===== config.mk =====
export PLATFORM = sky130hd
export DESIGN_NAME = infix_expression_evaluator
export DESIGN_NICKNAME = d
export VERILOG_FILES = /design/src/rtl/iee_pkg.sv /design/src/rtl/iee_divider.sv /design/src/rtl/iee_datapath.sv /design/src/rtl/iee_ctrl.sv /design/src/rtl/infix_expression_evaluator.sv
export VERILOG_INCLUDE_DIRS = /design/src /design/src/rtl
export SDC_FILE = /design/constraint.sdc
export NUM_CORES = 1
export LEC_CHECK = 0
export ABC_AREA = 0
export BUFFER_PORTS_ARGS = -buffer_cell sky130_fd_sc_hd__clkbuf_2
export CAP_MARGIN = 20
export CORE_ASPECT_RATIO = 0.75
export CORE_MARGIN = 2
export CORE_UTILIZATION = 45
export CTS_BUF_LIST = sky130_fd_sc_hd__clkbuf_2 sky130_fd_sc_hd__clkbuf_4 sky130_fd_sc_hd__clkbuf_8
export DETAILED_ROUTE_END_ITERATION = 6
export REMOVE_ABC_BUFFERS = 1
export SLEW_MARGIN = 20
export SYNTH_ARGS = -nofsm -noshare
export SYNTH_HDL_FRONTEND = slang
export SYNTH_HIERARCHICAL = 1
export SYNTH_SLANG_ARGS = --single-unit

===== constraint.sdc =====
create_clock -name clk_i -period 8.7 [get_ports clk_i]
set_input_delay 1.74 -clock clk_i [delete_from_list [all_inputs] [get_ports clk_i]]
set_output_delay 1.74 -clock clk_i [all_outputs]
set_load 0.01 [all_outputs]

===== src/rtl/infix_expression_evaluator_assert.svh =====
// ----------------------------------------------------------------------------
// Assertion macros for the infix expression evaluator
// Implication checks sampled on the rising clock edge, off during reset.
// ----------------------------------------------------------------------------
`ifndef INFIX_EXPRESSION_EVALUATOR_ASSERT_SVH
`define INFIX_EXPRESSION_EVALUATOR_ASSERT_SVH

// Same-cycle implication
`define IEE_ASSERT_IMP(label, clk, rst_n, ante, cons, msg) \
  label: assert property (@(posedge clk) disable iff (!rst_n) (ante) |-> (cons)) \
    else $error(msg);

// Next-cycle implication
`define IEE_ASSERT_NXT(label, clk, rst_n, ante, cons, msg) \
  label: assert property (@(posedge clk) disable iff (!rst_n) (ante) |=> (cons)) \
    else $error(msg);

`endif


===== src/rtl/iee_pkg.sv =====
// ----------------------------------------------------------------------------
// iee_pkg
// Shared constants, codes, payload types and control structs of the
// infix expression evaluator.
// ----------------------------------------------------------------------------
`timescale 1ns / 1ps

package iee_pkg;

  // Sizing
  localparam int STACK_DEPTH  = 8;
  localparam int VALUE_WIDTH  = 16;
  localparam int TARGET_WIDTH = 16;
  localparam int IDX_W        = $clog2(STACK_DEPTH);
  localparam int CNT_W        = $clog2(STACK_DEPTH + 1);
  localparam int DIV_CNT_W    = $clog2(VALUE_WIDTH + 1);
  localparam int CMP_W        = (VALUE_WIDTH > TARGET_WIDTH) ? VALUE_WIDTH : TARGET_WIDTH;

  localparam logic signed [TARGET_WIDTH-1:0] TARGET_RESET = TARGET_WIDTH'(24);

  // Character codes
  localparam logic [7:0] CHAR_ZERO  = 8'h30;
  localparam logic [7:0] CHAR_NINE  = 8'h39;
  localparam logic [7:0] CHAR_PLUS  = 8'h2B;
  localparam logic [7:0] CHAR_MINUS = 8'h2D;
  localparam logic [7:0] CHAR_TIMES = 8'h78;
  localparam logic [7:0] CHAR_SLASH = 8'h2F;

  typedef enum logic [1:0] {
    OP_ADD,
    OP_SUB,
    OP_MUL,
    OP_DIV
  } op_e;

  typedef enum logic [2:0] {
    ERR_OK,
    ERR_CHAR,
    ERR_FORM,
    ERR_DIV0,
    ERR_OVF
  } err_e;

  typedef struct packed {
    logic [7:0] token_char;
    logic       is_last;
  } in_item_t;

  typedef struct packed {
    logic signed [VALUE_WIDTH-1:0] value;
    logic                          matches_target;
    logic [2:0]                    error_code;
  } out_item_t;

  // Controller to datapath
  typedef struct packed {
    logic             opnd_we;
    logic             opnd_wsel_digit;
    logic [IDX_W-1:0] opnd_waddr;
    logic [3:0]       digit;
    logic [IDX_W-1:0] opnd_raddr;
    logic             load_r;
    logic             load_l;
    logic             optr_we;
    logic [IDX_W-1:0] optr_waddr;
    op_e              push_op;
    logic [IDX_W-1:0] optr_raddr;
    logic             arith_start;
    logic             out_load;
    err_e             out_err;
  } dp_cmd_t;

  // Datapath to controller
  typedef struct packed {
    op_e  op_top;
    logic arith_done;
    err_e arith_err;
  } dp_status_t;

  // Multiply and divide bind tighter than add and subtract
  function automatic logic op_high_rank(op_e op);
    return (op == OP_MUL) || (op == OP_DIV);
  endfunction

endpackage


===== src/rtl/iee_divider.sv =====
// ----------------------------------------------------------------------------
// iee_divider
// Restoring unsigned divider, one quotient bit per cycle.
// ----------------------------------------------------------------------------
`timescale 1ns / 1ps

module iee_divider import iee_pkg::*; (
  input  logic                   clk_i,
  input  logic                   rst_ni,
  input  logic                   start_i,
  input  logic [VALUE_WIDTH-1:0] dividend_i,
  input  logic [VALUE_WIDTH-1:0] divisor_i,
  output logic                   done_o,
  output logic [VALUE_WIDTH-1:0] quotient_o
);

  logic [VALUE_WIDTH-1:0] rem_q, quo_q, dvs_q;
  logic [DIV_CNT_W-1:0]   cnt_q;
  logic                   busy_q, done_q;
  logic [VALUE_WIDTH:0]   trial, diff;
  logic                   take;

  // Shift in the next dividend bit and try the subtraction
  assign trial = {rem_q, quo_q[VALUE_WIDTH-1]};
  assign diff  = trial - {1'b0, dvs_q};
  assign take  = trial >= {1'b0, dvs_q};

  // Control
  always_ff @(posedge clk_i or negedge rst_ni) begin
    if (!rst_ni) begin
      busy_q <= 1'b0;
      done_q <= 1'b0;
      cnt_q  <= '0;
    end else begin
      done_q <= 1'b0;
      if (start_i) begin
        busy_q <= 1'b1;
        cnt_q  <= DIV_CNT_W'(VALUE_WIDTH);
      end else if (busy_q) begin
        cnt_q <= cnt_q - 1'b1;
        if (cnt_q == DIV_CNT_W'(1)) begin
          busy_q <= 1'b0;
          done_q <= 1'b1;
        end
      end
    end
  end

  // Remainder and quotient
  always_ff @(posedge clk_i) begin
    if (start_i) begin
      rem_q <= '0;
      quo_q <= dividend_i;
      dvs_q <= divisor_i;
    end else if (busy_q) begin
      rem_q <= take ? diff[VALUE_WIDTH-1:0] : trial[VALUE_WIDTH-1:0];
      quo_q <= {quo_q[VALUE_WIDTH-2:0], take};
    end
  end

  assign done_o     = done_q;
  assign quotient_o = quo_q;

endmodule


===== src/rtl/iee_datapath.sv =====
// ----------------------------------------------------------------------------
// iee_datapath
// Operand and operator stacks, operand registers, arithmetic unit,
// target register and result register.
// ----------------------------------------------------------------------------
`timescale 1ns / 1ps

module iee_datapath import iee_pkg::*; (
  input  logic                    clk_i,
  input  logic                    rst_ni,
  input  logic                    cfg_we_i,
  input  logic [TARGET_WIDTH-1:0] cfg_wdata_i,
  input  dp_cmd_t                 cmd_i,
  output dp_status_t              status_o,
  output out_item_t               out_item_o
);

  localparam logic [VALUE_WIDTH-1:0] VAL_MIN = {1'b1, {(VALUE_WIDTH-1){1'b0}}};

  logic [VALUE_WIDTH-1:0]          opnd_mem [STACK_DEPTH];
  op_e                             optr_mem [STACK_DEPTH];
  logic [VALUE_WIDTH-1:0]          rdata_q;
  logic signed [VALUE_WIDTH-1:0]   l_q, r_q, res_q;
  logic signed [TARGET_WIDTH-1:0]  target_q;
  err_e                            err_q;
  logic                            done_q, neg_q;
  out_item_t                       out_q;

  logic [VALUE_WIDTH-1:0]          wdata, l_mag, r_mag, quo;
  logic [VALUE_WIDTH:0]            sum, dif;
  logic signed [2*VALUE_WIDTH-1:0] prod;
  logic [VALUE_WIDTH:0]            prod_top;
  logic                            div_start, div_done;
  logic signed [VALUE_WIDTH-1:0]   fin_val;
  logic signed [CMP_W-1:0]         val_ext, tgt_ext;

  // Operand stack memory
  assign wdata = cmd_i.opnd_wsel_digit ? {{(VALUE_WIDTH-4){1'b0}}, cmd_i.digit} : res_q;

  always_ff @(posedge clk_i) begin
    if (cmd_i.opnd_we) begin
      opnd_mem[cmd_i.opnd_waddr] <= wdata;
    end
    rdata_q <= opnd_mem[cmd_i.opnd_raddr];
  end

  // Operator stack, top read only
  always_ff @(posedge clk_i) begin
    if (cmd_i.optr_we) begin
      optr_mem[cmd_i.optr_waddr] <= cmd_i.push_op;
    end
  end

  // Operand registers
  always_ff @(posedge clk_i) begin
    if (cmd_i.load_r) begin
      r_q <= rdata_q;
    end
    if (cmd_i.load_l) begin
      l_q <= rdata_q;
    end
  end

  // Arithmetic
  assign sum      = {l_q[VALUE_WIDTH-1], l_q} + {r_q[VALUE_WIDTH-1], r_q};
  assign dif      = {l_q[VALUE_WIDTH-1], l_q} - {r_q[VALUE_WIDTH-1], r_q};
  assign prod     = l_q * r_q;
  assign prod_top = prod[2*VALUE_WIDTH-1:VALUE_WIDTH-1];
  assign l_mag    = l_q[VALUE_WIDTH-1] ? -l_q : l_q;
  assign r_mag    = r_q[VALUE_WIDTH-1] ? -r_q : r_q;

  assign div_start = cmd_i.arith_start && (status_o.op_top == OP_DIV) && (r_q != '0)
                     && !((l_q == VAL_MIN) && (&r_q));

  iee_divider u_div (
    .clk_i      (clk_i),
    .rst_ni     (rst_ni),
    .start_i    (div_start),
    .dividend_i (l_mag),
    .divisor_i  (r_mag),
    .done_o     (div_done),
    .quotient_o (quo)
  );

  always_ff @(posedge clk_i or negedge rst_ni) begin
    if (!rst_ni) begin
      done_q <= 1'b0;
      err_q  <= ERR_OK;
      res_q  <= '0;
      neg_q  <= 1'b0;
    end else begin
      done_q <= 1'b0;
      if (cmd_i.arith_start) begin
        unique case (status_o.op_top)
          OP_ADD: begin
            res_q  <= sum[VALUE_WIDTH-1:0];
            err_q  <= (sum[VALUE_WIDTH] != sum[VALUE_WIDTH-1]) ? ERR_OVF : ERR_OK;
            done_q <= 1'b1;
          end
          OP_SUB: begin
            res_q  <= dif[VALUE_WIDTH-1:0];
            err_q  <= (dif[VALUE_WIDTH] != dif[VALUE_WIDTH-1]) ? ERR_OVF : ERR_OK;
            done_q <= 1'b1;
          end
          OP_MUL: begin
            res_q  <= prod[VALUE_WIDTH-1:0];
            err_q  <= ((&prod_top) || !(|prod_top)) ? ERR_OK : ERR_OVF;
            done_q <= 1'b1;
          end
          default: begin
            neg_q <= l_q[VALUE_WIDTH-1] ^ r_q[VALUE_WIDTH-1];
            if (r_q == '0) begin
              err_q  <= ERR_DIV0;
              done_q <= 1'b1;
            end else if ((l_q == VAL_MIN) && (&r_q)) begin
              err_q  <= ERR_OVF;
              done_q <= 1'b1;
            end
          end
        endcase
      end else if (div_done) begin
        res_q  <= neg_q ? -quo : quo;
        err_q  <= ERR_OK;
        done_q <= 1'b1;
      end
    end
  end

  // Target register
  always_ff @(posedge clk_i or negedge rst_ni) begin
    if (!rst_ni) begin
      target_q <= TARGET_RESET;
    end else if (cfg_we_i) begin
      target_q <= cfg_wdata_i;
    end
  end

  // Result register
  assign fin_val = (cmd_i.out_err == ERR_OK) ? rdata_q : '0;
  assign val_ext = CMP_W'(fin_val);
  assign tgt_ext = CMP_W'(target_q);

  always_ff @(posedge clk_i) begin
    if (cmd_i.out_load) begin
      out_q.value          <= fin_val;
      out_q.matches_target <= (cmd_i.out_err == ERR_OK) && (val_ext == tgt_ext);
      out_q.error_code     <= cmd_i.out_err;
    end
  end

  assign status_o.op_top     = optr_mem[cmd_i.optr_raddr];
  assign status_o.arith_done = done_q;
  assign status_o.arith_err  = err_q;
  assign out_item_o          = out_q;

endmodule


===== src/rtl/iee_ctrl.sv =====
// ----------------------------------------------------------------------------
// iee_ctrl
// Sequencer: stack counts, sticky error, parsing checks, reduction steps
// and the item handshakes.
// ----------------------------------------------------------------------------
`timescale 1ns / 1ps

`include "infix_expression_evaluator_assert.svh"

module iee_ctrl import iee_pkg::*; (
  input  logic       clk_i,
  input  logic       rst_ni,
  input  logic       in_valid_i,
  input  in_item_t   in_item_i,
  output logic       in_ready_o,
  output logic       out_valid_o,
  input  logic       out_ready_i,
  output dp_cmd_t    cmd_o,
  input  dp_status_t status_i
);

  typedef enum logic [3:0] {
    S_IDLE,
    S_DISPATCH,
    S_OP_LOOP,
    S_RD_R,
    S_RD_L,
    S_LD_L,
    S_EXEC,
    S_WAIT,
    S_FINISH,
    S_LAST_LOOP,
    S_LAST_CHK,
    S_EMIT
  } state_e;

  state_e           state_q, state_d;
  logic [CNT_W-1:0] opnd_q, opnd_d, optr_q, optr_d;
  err_e             sticky_q, sticky_d;
  logic [7:0]       tok_q, tok_d;
  logic             last_q, last_d, ret_last_q, ret_last_d, out_valid_q, out_valid_d;
  op_e              op_q, op_d;

  logic [CNT_W-1:0] opnd_m1, opnd_m2, optr_m1;
  logic [CNT_W:0]   opnd_ext, optr_p1;
  logic [7:0]       tok_off;
  logic             tok_digit, tok_is_op, red_bad, red_go;
  op_e              tok_op;

  assign opnd_m1  = opnd_q - 1'b1;
  assign opnd_m2  = opnd_q - CNT_W'(2);
  assign optr_m1  = optr_q - 1'b1;
  assign opnd_ext = {1'b0, opnd_q};
  assign optr_p1  = {1'b0, optr_q} + (CNT_W+1)'(1);
  assign tok_off  = tok_q - CHAR_ZERO;
  assign tok_digit = (tok_q >= CHAR_ZERO) && (tok_q <= CHAR_NINE);
  assign red_bad  = (optr_q == '0) || (opnd_q < CNT_W'(2));
  // pending operator binds at least as tight as the incoming one
  assign red_go   = (optr_q != '0) &&
                    (op_high_rank(status_i.op_top) || !op_high_rank(op_q));

  // Operator decode
  always_comb begin
    tok_op    = OP_ADD;
    tok_is_op = 1'b1;
    unique case (tok_q)
      CHAR_PLUS:  tok_op = OP_ADD;
      CHAR_MINUS: tok_op = OP_SUB;
      CHAR_TIMES: tok_op = OP_MUL;
      CHAR_SLASH: tok_op = OP_DIV;
      default:    tok_is_op = 1'b0;
    endcase
  end

  // Next state and commands
  always_comb begin
    state_d     = state_q;
    opnd_d      = opnd_q;
    optr_d      = optr_q;
    sticky_d    = sticky_q;
    tok_d       = tok_q;
    last_d      = last_q;
    op_d        = op_q;
    ret_last_d  = ret_last_q;
    out_valid_d = out_valid_q && !out_ready_i;

    cmd_o            = '0;
    cmd_o.opnd_raddr = (state_q == S_RD_L) ? opnd_m2[IDX_W-1:0] : opnd_m1[IDX_W-1:0];
    cmd_o.optr_raddr = optr_m1[IDX_W-1:0];
    cmd_o.digit      = tok_off[3:0];
    cmd_o.push_op    = op_q;
    cmd_o.out_err    = sticky_q;

    unique case (state_q)
      S_IDLE: begin
        if (in_valid_i) begin
          tok_d      = in_item_i.token_char;
          last_d     = in_item_i.is_last;
          ret_last_d = 1'b0;
          state_d    = S_DISPATCH;
        end
      end
      S_DISPATCH: begin
        state_d = S_FINISH;
        if (sticky_q == ERR_OK) begin
          if (tok_digit) begin
            if ((opnd_q != optr_q) || (opnd_q >= CNT_W'(STACK_DEPTH))) begin
              sticky_d = ERR_FORM;
            end else begin
              cmd_o.opnd_we         = 1'b1;
              cmd_o.opnd_wsel_digit = 1'b1;
              cmd_o.opnd_waddr      = opnd_q[IDX_W-1:0];
              opnd_d                = opnd_q + 1'b1;
            end
          end else if (tok_is_op) begin
            op_d = tok_op;
            if (opnd_ext != optr_p1) begin
              sticky_d = ERR_FORM;
            end else begin
              state_d = S_OP_LOOP;
            end
          end else begin
            sticky_d = ERR_CHAR;
          end
        end
      end
      S_OP_LOOP: begin
        if (red_go) begin
          if (red_bad) begin
            sticky_d = ERR_FORM;
            state_d  = S_FINISH;
          end else begin
            state_d = S_RD_R;
          end
        end else begin
          state_d = S_FINISH;
          if (optr_q >= CNT_W'(STACK_DEPTH)) begin
            sticky_d = ERR_FORM;
          end else begin
            cmd_o.optr_we    = 1'b1;
            cmd_o.optr_waddr = optr_q[IDX_W-1:0];
            optr_d           = optr_q + 1'b1;
          end
        end
      end
      S_RD_R: begin
        state_d = S_RD_L;
      end
      S_RD_L: begin
        cmd_o.load_r = 1'b1;
        state_d      = S_LD_L;
      end
      S_LD_L: begin
        cmd_o.load_l = 1'b1;
        state_d      = S_EXEC;
      end
      S_EXEC: begin
        cmd_o.arith_start = 1'b1;
        state_d           = S_WAIT;
      end
      S_WAIT: begin
        if (status_i.arith_done) begin
          if (status_i.arith_err != ERR_OK) begin
            sticky_d = status_i.arith_err;
            state_d  = S_FINISH;
          end else begin
            // pop two operands and one operator, push the outcome
            cmd_o.opnd_we    = 1'b1;
            cmd_o.opnd_waddr = opnd_m2[IDX_W-1:0];
            opnd_d           = opnd_m1;
            optr_d           = optr_m1;
            state_d          = ret_last_q ? S_LAST_LOOP : S_OP_LOOP;
          end
        end
      end
      S_FINISH: begin
        if (!last_q) begin
          state_d = S_IDLE;
        end else begin
          if ((sticky_q == ERR_OK) && (opnd_ext != optr_p1)) begin
            sticky_d = ERR_FORM;
          end
          ret_last_d = 1'b1;
          state_d    = S_LAST_LOOP;
        end
      end
      S_LAST_LOOP: begin
        if ((sticky_q == ERR_OK) && (optr_q != '0)) begin
          if (red_bad) begin
            sticky_d = ERR_FORM;
            state_d  = S_FINISH;
          end else begin
            state_d = S_RD_R;
          end
        end else begin
          state_d = S_LAST_CHK;
        end
      end
      S_LAST_CHK: begin
        // the read of the bottom entry is launched here
        if ((sticky_q == ERR_OK) && (opnd_q != CNT_W'(1))) begin
          sticky_d = ERR_FORM;
        end
        state_d = S_EMIT;
      end
      S_EMIT: begin
        if (!out_valid_q || out_ready_i) begin
          cmd_o.out_load = 1'b1;
          out_valid_d    = 1'b1;
          opnd_d         = '0;
          optr_d         = '0;
          sticky_d       = ERR_OK;
          state_d        = S_IDLE;
        end
      end
      default: state_d = S_IDLE;
    endcase
  end

  // State and registered outputs
  always_ff @(posedge clk_i or negedge rst_ni) begin
    if (!rst_ni) begin
      state_q     <= S_IDLE;
      opnd_q      <= '0;
      optr_q      <= '0;
      sticky_q    <= ERR_OK;
      tok_q       <= '0;
      last_q      <= 1'b0;
      op_q        <= OP_ADD;
      ret_last_q  <= 1'b0;
      out_valid_q <= 1'b0;
    end else begin
      state_q     <= state_d;
      opnd_q      <= opnd_d;
      optr_q      <= optr_d;
      sticky_q    <= sticky_d;
      tok_q       <= tok_d;
      last_q      <= last_d;
      op_q        <= op_d;
      ret_last_q  <= ret_last_d;
      out_valid_q <= out_valid_d;
    end
  end

  assign in_ready_o  = (state_q == S_IDLE);
  assign out_valid_o = out_valid_q;

  // Checks
  `IEE_ASSERT_IMP(a_opnd_bound, clk_i, rst_ni, 1'b1, opnd_q <= CNT_W'(STACK_DEPTH), "operand count beyond stack depth")
  `IEE_ASSERT_IMP(a_count_shape, clk_i, rst_ni, (state_q == S_IDLE) && (sticky_q == ERR_OK), (opnd_q == optr_q) || (opnd_ext == optr_p1), "operand and operator counts out of step")
  `IEE_ASSERT_IMP(a_reduce_operands, clk_i, rst_ni, state_q == S_RD_R, (opnd_q >= CNT_W'(2)) && (optr_q != '0), "reduction started without operands")
  `IEE_ASSERT_IMP(a_out_from_emit, clk_i, rst_ni, $rose(out_valid_q), $past(state_q == S_EMIT), "result raised outside emit")
  `IEE_ASSERT_NXT(a_wait_after_exec, clk_i, rst_ni, state_q == S_EXEC, (state_q == S_WAIT) && !cmd_o.arith_start, "arithmetic started twice")

endmodule


===== src/rtl/infix_expression_evaluator.sv =====
// ----------------------------------------------------------------------------
// infix_expression_evaluator
// Evaluates an infix expression of single digits and + - x / sent one
// character per item, and reports value, target match and error code.
// ----------------------------------------------------------------------------
// Usage:
//   Input channel (in_valid_i / in_ready_o, in_item_i) takes one character
//   per item; is_last marks the end of the expression. Output channel
//   (out_valid_o / out_ready_i, out_item_o) gives one result per expression.
//   cfg_we_i / cfg_wdata_i write the signed target value (reset 24); write
//   it only while the block is idle.
//   One item is worked on at a time. An operator first reduces each
//   stacked operator that binds at least as tight as itself, and a
//   divide waits for the bit-serial divider. The last item reduces every
//   remaining operator; the result is registered once the output
//   register is free. A reduction is paced by the single read port of
//   the operand stack (two reads, then the arithmetic unit).
//   A result waiting in the output register does not stop the next
//   expression: only a further result waits until the receiver takes it.
//   Reset clears the counts, error state and output valid; the target
//   returns to 24.
// ----------------------------------------------------------------------------
`timescale 1ns / 1ps

module infix_expression_evaluator import iee_pkg::*; (
  input  logic                    clk_i,
  input  logic                    rst_ni,
  input  logic                    cfg_we_i,
  input  logic [TARGET_WIDTH-1:0] cfg_wdata_i,
  input  logic                    in_valid_i,
  output logic                    in_ready_o,
  input  in_item_t                in_item_i,
  output logic                    out_valid_o,
  input  logic                    out_ready_i,
  output out_item_t               out_item_o
);

  dp_cmd_t    cmd;
  dp_status_t status;

  // Sequencer
  iee_ctrl u_ctrl (
    .clk_i       (clk_i),
    .rst_ni      (rst_ni),
    .in_valid_i  (in_valid_i),
    .in_item_i   (in_item_i),
    .in_ready_o  (in_ready_o),
    .out_valid_o (out_valid_o),
    .out_ready_i (out_ready_i),
    .cmd_o       (cmd),
    .status_i    (status)
  );

  // Stacks and arithmetic
  iee_datapath u_dp (
    .clk_i       (clk_i),
    .rst_ni      (rst_ni),
    .cfg_we_i    (cfg_we_i),
    .cfg_wdata_i (cfg_wdata_i),
    .cmd_i       (cmd),
    .status_o    (status),
    .out_item_o  (out_item_o)
  );

endmodule


==> qor.csv, run 1 <==
metric,value,unit
status,completed,
yosysSeqAreaShare,34.3,%
dominantRegCellSynth,edfxtp_1,
core,59200,sq um
crit_type,register to register,
setup_tns,0,ps
maxSlewViolCount,0,
die_w,287,um
postCtsSetupRepairBufs,0,
htreeDepth,2,
synth_top_area_share,25.3,%
met3_usage,6.58,%
start_util,45.7,%
synth_top_cell_by_area,edfxtp_1,
dp_hpwl,54700,um
worstHoldPathType,register to register,
grtUsageTotal,23.5,%
cts_resized,0,
layout_common_cells,"313 x inv_1, 265 x fa_1, 264 x nand2_1, 228 x edfxtp_1, 148 x ha_1",
worstMarginPinSlew,1080,ps
largest_reg_flops,128,
clkSinkCount,331,
fmaxAchievable,125,MHz
cp.required,9170,ps
yosys_warnings,6,
die-area,62000,sq um
crit_path_start_kind,register,
dieHeight,216,um
first_iter_violations,1552,
synth.avg_cell_area,10.7,sq um
syn_to_final_growth,7.62,%
cp.arrival,8460,ps
clkTransAtPathRegs,80,ps
final_common_cell,inv_1,
vias_per_cell,5.62,
std_cell_rows,77,
drive_above_1_share,12.8,%
ys_ff_latch,331,
cts_tree,built,
syn_inst,2532,
cp-end-kind,register,
period_needed,7990,ps
grt_max_degree,72,
setup_viol,0,
overflow,0,
routed_wl,71900,um
grtUsageMet2,34.1,%
rsz0062_at_grt,no,
hold_viol_final,0,
clockBufferDepth,3,
numCtsBuffers,48,
grt_most_used_layer,met1,
synthTopCellsByArea,"edfxtp_1 25%, fa_1 20%, ha_1 6.9%",
drv_cap,0,
grt_pass1_wl,113000,um
first_global_vias,19300,
vias,19000,
insertion_delay,590,ps
slew_headroom,28.3,%
fin_nets,2991,
io-pin-count,52,
drtPass1Iterations,5,
clock-root-buffer,clkbuf_8,
syn_area,27000,sq um
post-route-drc-count,0,
gp_congestion,0.946,
async_flop_share,21.5,%
portBuffers,51,
cts.hold.buffers_added,0,
fin_crit_sh,91.8,%
grt_use_met1,35.5,%
antenna_found_initial,0,
wire_per_inst,21.3,um
antennaDiodeCount,0,
synth-edff-count,228,
top_register,u_dp/opnd_mem,
synth.distinct_cells,105,
clock_skew,33.0,ps
antenna_left,0,
critPathMaxFanout,21,
[worst max-delay path, stage by stage (launching register included)]
cell      delay, ps
edfxtp_1        990
ha_1            460
fa_1            480
inv_1            90
fa_1            450
fa_1            450
fa_1            510
fa_1            520
fa_1            540
inv_1            40
ha_1            340
a211o_1         310
a211o_1         270
a31oi_1         440
o21ai_1         340
xnor2_1         270
nor4bb_1        250
and4_4          250
nand4_1         170
nor4_1          260
a311o_1         290
a32oi_1         110
[stage by stage]
step	cells	hold slack, ps	util (%)	setup slack [ps]	area, sq um
floorplan	2407	417	-	1040	26500
global route	3377	519	49.2	392	29100
CTS	3377	485	49.1	772	29100
global placement	3288	470	47.5	893	28100
finish	3377	486	49.2	712	29100
detailed placement	3288	474	47.5	782	28100
[final timing paths]
| check | slack [ps] | startpoint | cells past startpoint | to |
|---|---|---|---|---|
| setup reg to reg | 710 | u_dp/l_q[7] | 21 | u_dp/err_q[2] |
| setup / recovery | 710 | u_dp/l_q[7] | 21 | u_dp/err_q[2] |
| hold / removal | 490 | u_dp/u_div/rem_q[5] | 2 | u_dp/u_div/rem_q[5] |
| hold reg to reg | 490 | u_dp/u_div/rem_q[5] | 2 | u_dp/u_div/rem_q[5] |
| max in group asynchronous | 6980 | rst_ni | 1 | u_dp/u_div/cnt_q[2] |
| min in group asynchronous | 1180 | rst_ni | 1 | u_ctrl/state_q[1] |
[final cells by class]
type / instances / area (sq um)
Sequential cell: 331 / 9270
Timing Repair Buffer: 91 / 562
Inverter: 320 / 1200
Fill cell: 5412 / 30100
Tap cell: 790 / 988
Clock inverter: 17 / 90.1
Multi-Input combinational cell: 1756 / 16100
Clock buffer: 72 / 891
[cell families (layout without fill, tap and decap cells)]
logic type,Yosys count,count (layout),share of synthesized area [%]
compound gates,393,393,9.78
xor+xnor,118,118,3.82
fa+ha+maj,413,413,26.5
mux,111,111,6.11
buf+inv,445,500,6.42
simple gates,721,721,13.1
flops,331,331,34.3
[cells in the mapped netlist, drive strengths merged, types with 8 or more instances]
cell type / number
nor3: 33
dfxtp: 32
edfxtp: 228
nor2b: 29
a21oi: 81
mux2: 65
dfrtp: 69
a221oi: 14
xnor2: 93
a31oi: 13
buf: 31
inv: 319
fa: 265
o22ai: 14
o21bai: 8
nand2: 264
nand2b: 38
a21o: 23
or3: 16
nor2: 149
and2: 94
a211oi: 12
o21a: 8
mux4: 36
clkbuf: 94
nor4: 16
o211ai: 16
nand4: 18
mux2i: 10
ha: 148
xor2: 25
o31ai: 16
nand3: 25
o21ai: 105
[routing by layer]
layer / vias to the layer above / share of wire, %
li1: 8636 / -
met1: 9584 / 46
met2: 662 / 43
met3: 83 / 9.3
met4: 0 / 1.5
met5: - / 0
Power of run 1 is left out: the tool's default activity adds up to more than one toggle a clock period on the data nets, which glitch-free logic cannot reach.
==> run 2: changes to the inputs <==
CTS_CLUSTER_SIZE = 40   (was not set)
REMOVE_ABC_BUFFERS = not set   (was 1)
==> qor.csv, run 2 (synthesized netlist as in run 1, its figures left out) <==
metric,value,unit
ff2ff_setup_slack,850,ps
gp_congestion,0.956,
hold_depth,2,
drtPass1Iterations,7,
critPathMaxFanout,17,
wire_per_inst,21.6,um
top_register,u_dp/opnd_mem,
min_from,u_dp/res_q[0],
rsz0062_at_grt,no,
htreeDepth,2,
overflow,0,
clkTransAtPathRegs,80,ps
fin_area,29100,sq um
first_iter_violations,2028,
cp.required,9240,ps
final_common_cell,inv_1,
worstHoldPathType,register to register,
drv_cap,0,
start_util,45.7,%
cts_tree,built,
clock-root-buffer,clkbuf_8,
cp.arrival,8390,ps
routed_wl,73000,um
dieHeight,216,um
period_needed,7850,ps
fin_crit_sh,90.2,%
insertion_delay,630,ps
die-area,62000,sq um
clock_skew,50.5,ps
grt_max_degree,58,
die_w,287,um
fmaxAchievable,127,MHz
grtUsageTotal,24.3,%
maxSlewViolCount,0,
io-pin-count,52,
hold_viol_final,0,
crit_type,register to register,
fin_nets,2994,
std_cell_rows,77,
numCtsBuffers,48,
r2r_start,u_dp/r_q[4],
cts_resized,0,
worst_slack,852,ps
placed_cell_area,28100,sq um
worstMarginPinSlew,1160,ps
drive_above_1_share,12.9,%
layout_common_cells,"313 x inv_1, 265 x fa_1, 264 x nand2_1, 228 x edfxtp_1, 148 x ha_1",
cp-end-kind,register,
core,59200,sq um
portBuffers,51,
slew_headroom,21.9,%
syn_to_final_growth,7.76,%
whs,483,ps
first_global_vias,20000,
clkSinkCount,331,
setup_tns,0,ps
cts.hold.buffers_added,0,
grt_pass1_wl,117000,um
synth_nets,2975,
postCtsSetupRepairBufs,0,
antenna_found_initial,5,
antenna_left,0,
dp_hpwl,55200,um
crit_path_start_kind,register,
clockBufferDepth,3,
largest_reg_flops,128,
vias,19400,
post-route-drc-count,0,
timing.rr.end,u_dp/err_q[2],
setup_viol,0,
dp_slack,878,ps
status,completed,
holdPathEnd,u_dp/res_q[0],
r2r_cells,26,
vias_per_cell,5.72,
[run 2: routing by layer]
metal | global-route usage, % | share of wire [%] | up-vias
met5 | 0 | 0.047 | -
met4 | 4.32 | 1.6 | 4
met3 | 5.28 | 9.6 | 103
met2 | 34.9 | 41 | 812
met1 | 37.8 | 47 | 9814
li1 | - | - | 8625
[run 2: worst max-delay path by stage]
stage,end,start,slack [ps]
global route,u_dp/err_q[2],u_dp/r_q[4],350
finish,u_dp/err_q[2],u_dp/r_q[4],850
global placement,u_dp/err_q[2],u_dp/r_q[4],980
floorplan,u_dp/err_q[2],u_dp/l_q[15],1270
CTS,u_dp/err_q[2],u_dp/r_q[4],860
detailed placement,u_dp/err_q[2],u_dp/r_q[4],880
[run 2: final cells by class]
cell class / count / area, sq um
fillers: 5462 / 30000
flip-flops and latches: 331 / 9270
clock inverters: 12 / 83.8
inverters: 320 / 1200
diodes: 2 / 5.00
well taps: 790 / 988
multi-input cells: 1756 / 16100
clock buffers: 77 / 916
repair buffers: 94 / 581
[run 2: worst max-delay path, stage by stage (launching register included)]
cell	delay [ps]
edfxtp_1	320
buf_4	230
inv_1	130
nor2_1	290
inv_1	110
fa_1	550
inv_1	80
fa_1	560
buf_4	210
inv_1	110
fa_1	530
fa_1	450
fa_1	520
fa_1	550
inv_1	40
ha_1	350
a21o_1	190
a21o_1	180
a21o_1	230
a2111oi_1	450
or3_4	220
mux2_4	290
a311oi_2	310
nor2_1	90
nor4b_2	170
a311o_1	410
a32oi_1	200
[run 2: through the flow]
stage               util [%]  std cells
CTS                     49.2       3380
detailed placement      47.5       3291
global route            49.2       3380
floorplan                  -       2532
global placement        47.5       3291
finish                  49.2       3382
Power of run 2 is left out for the same reason.
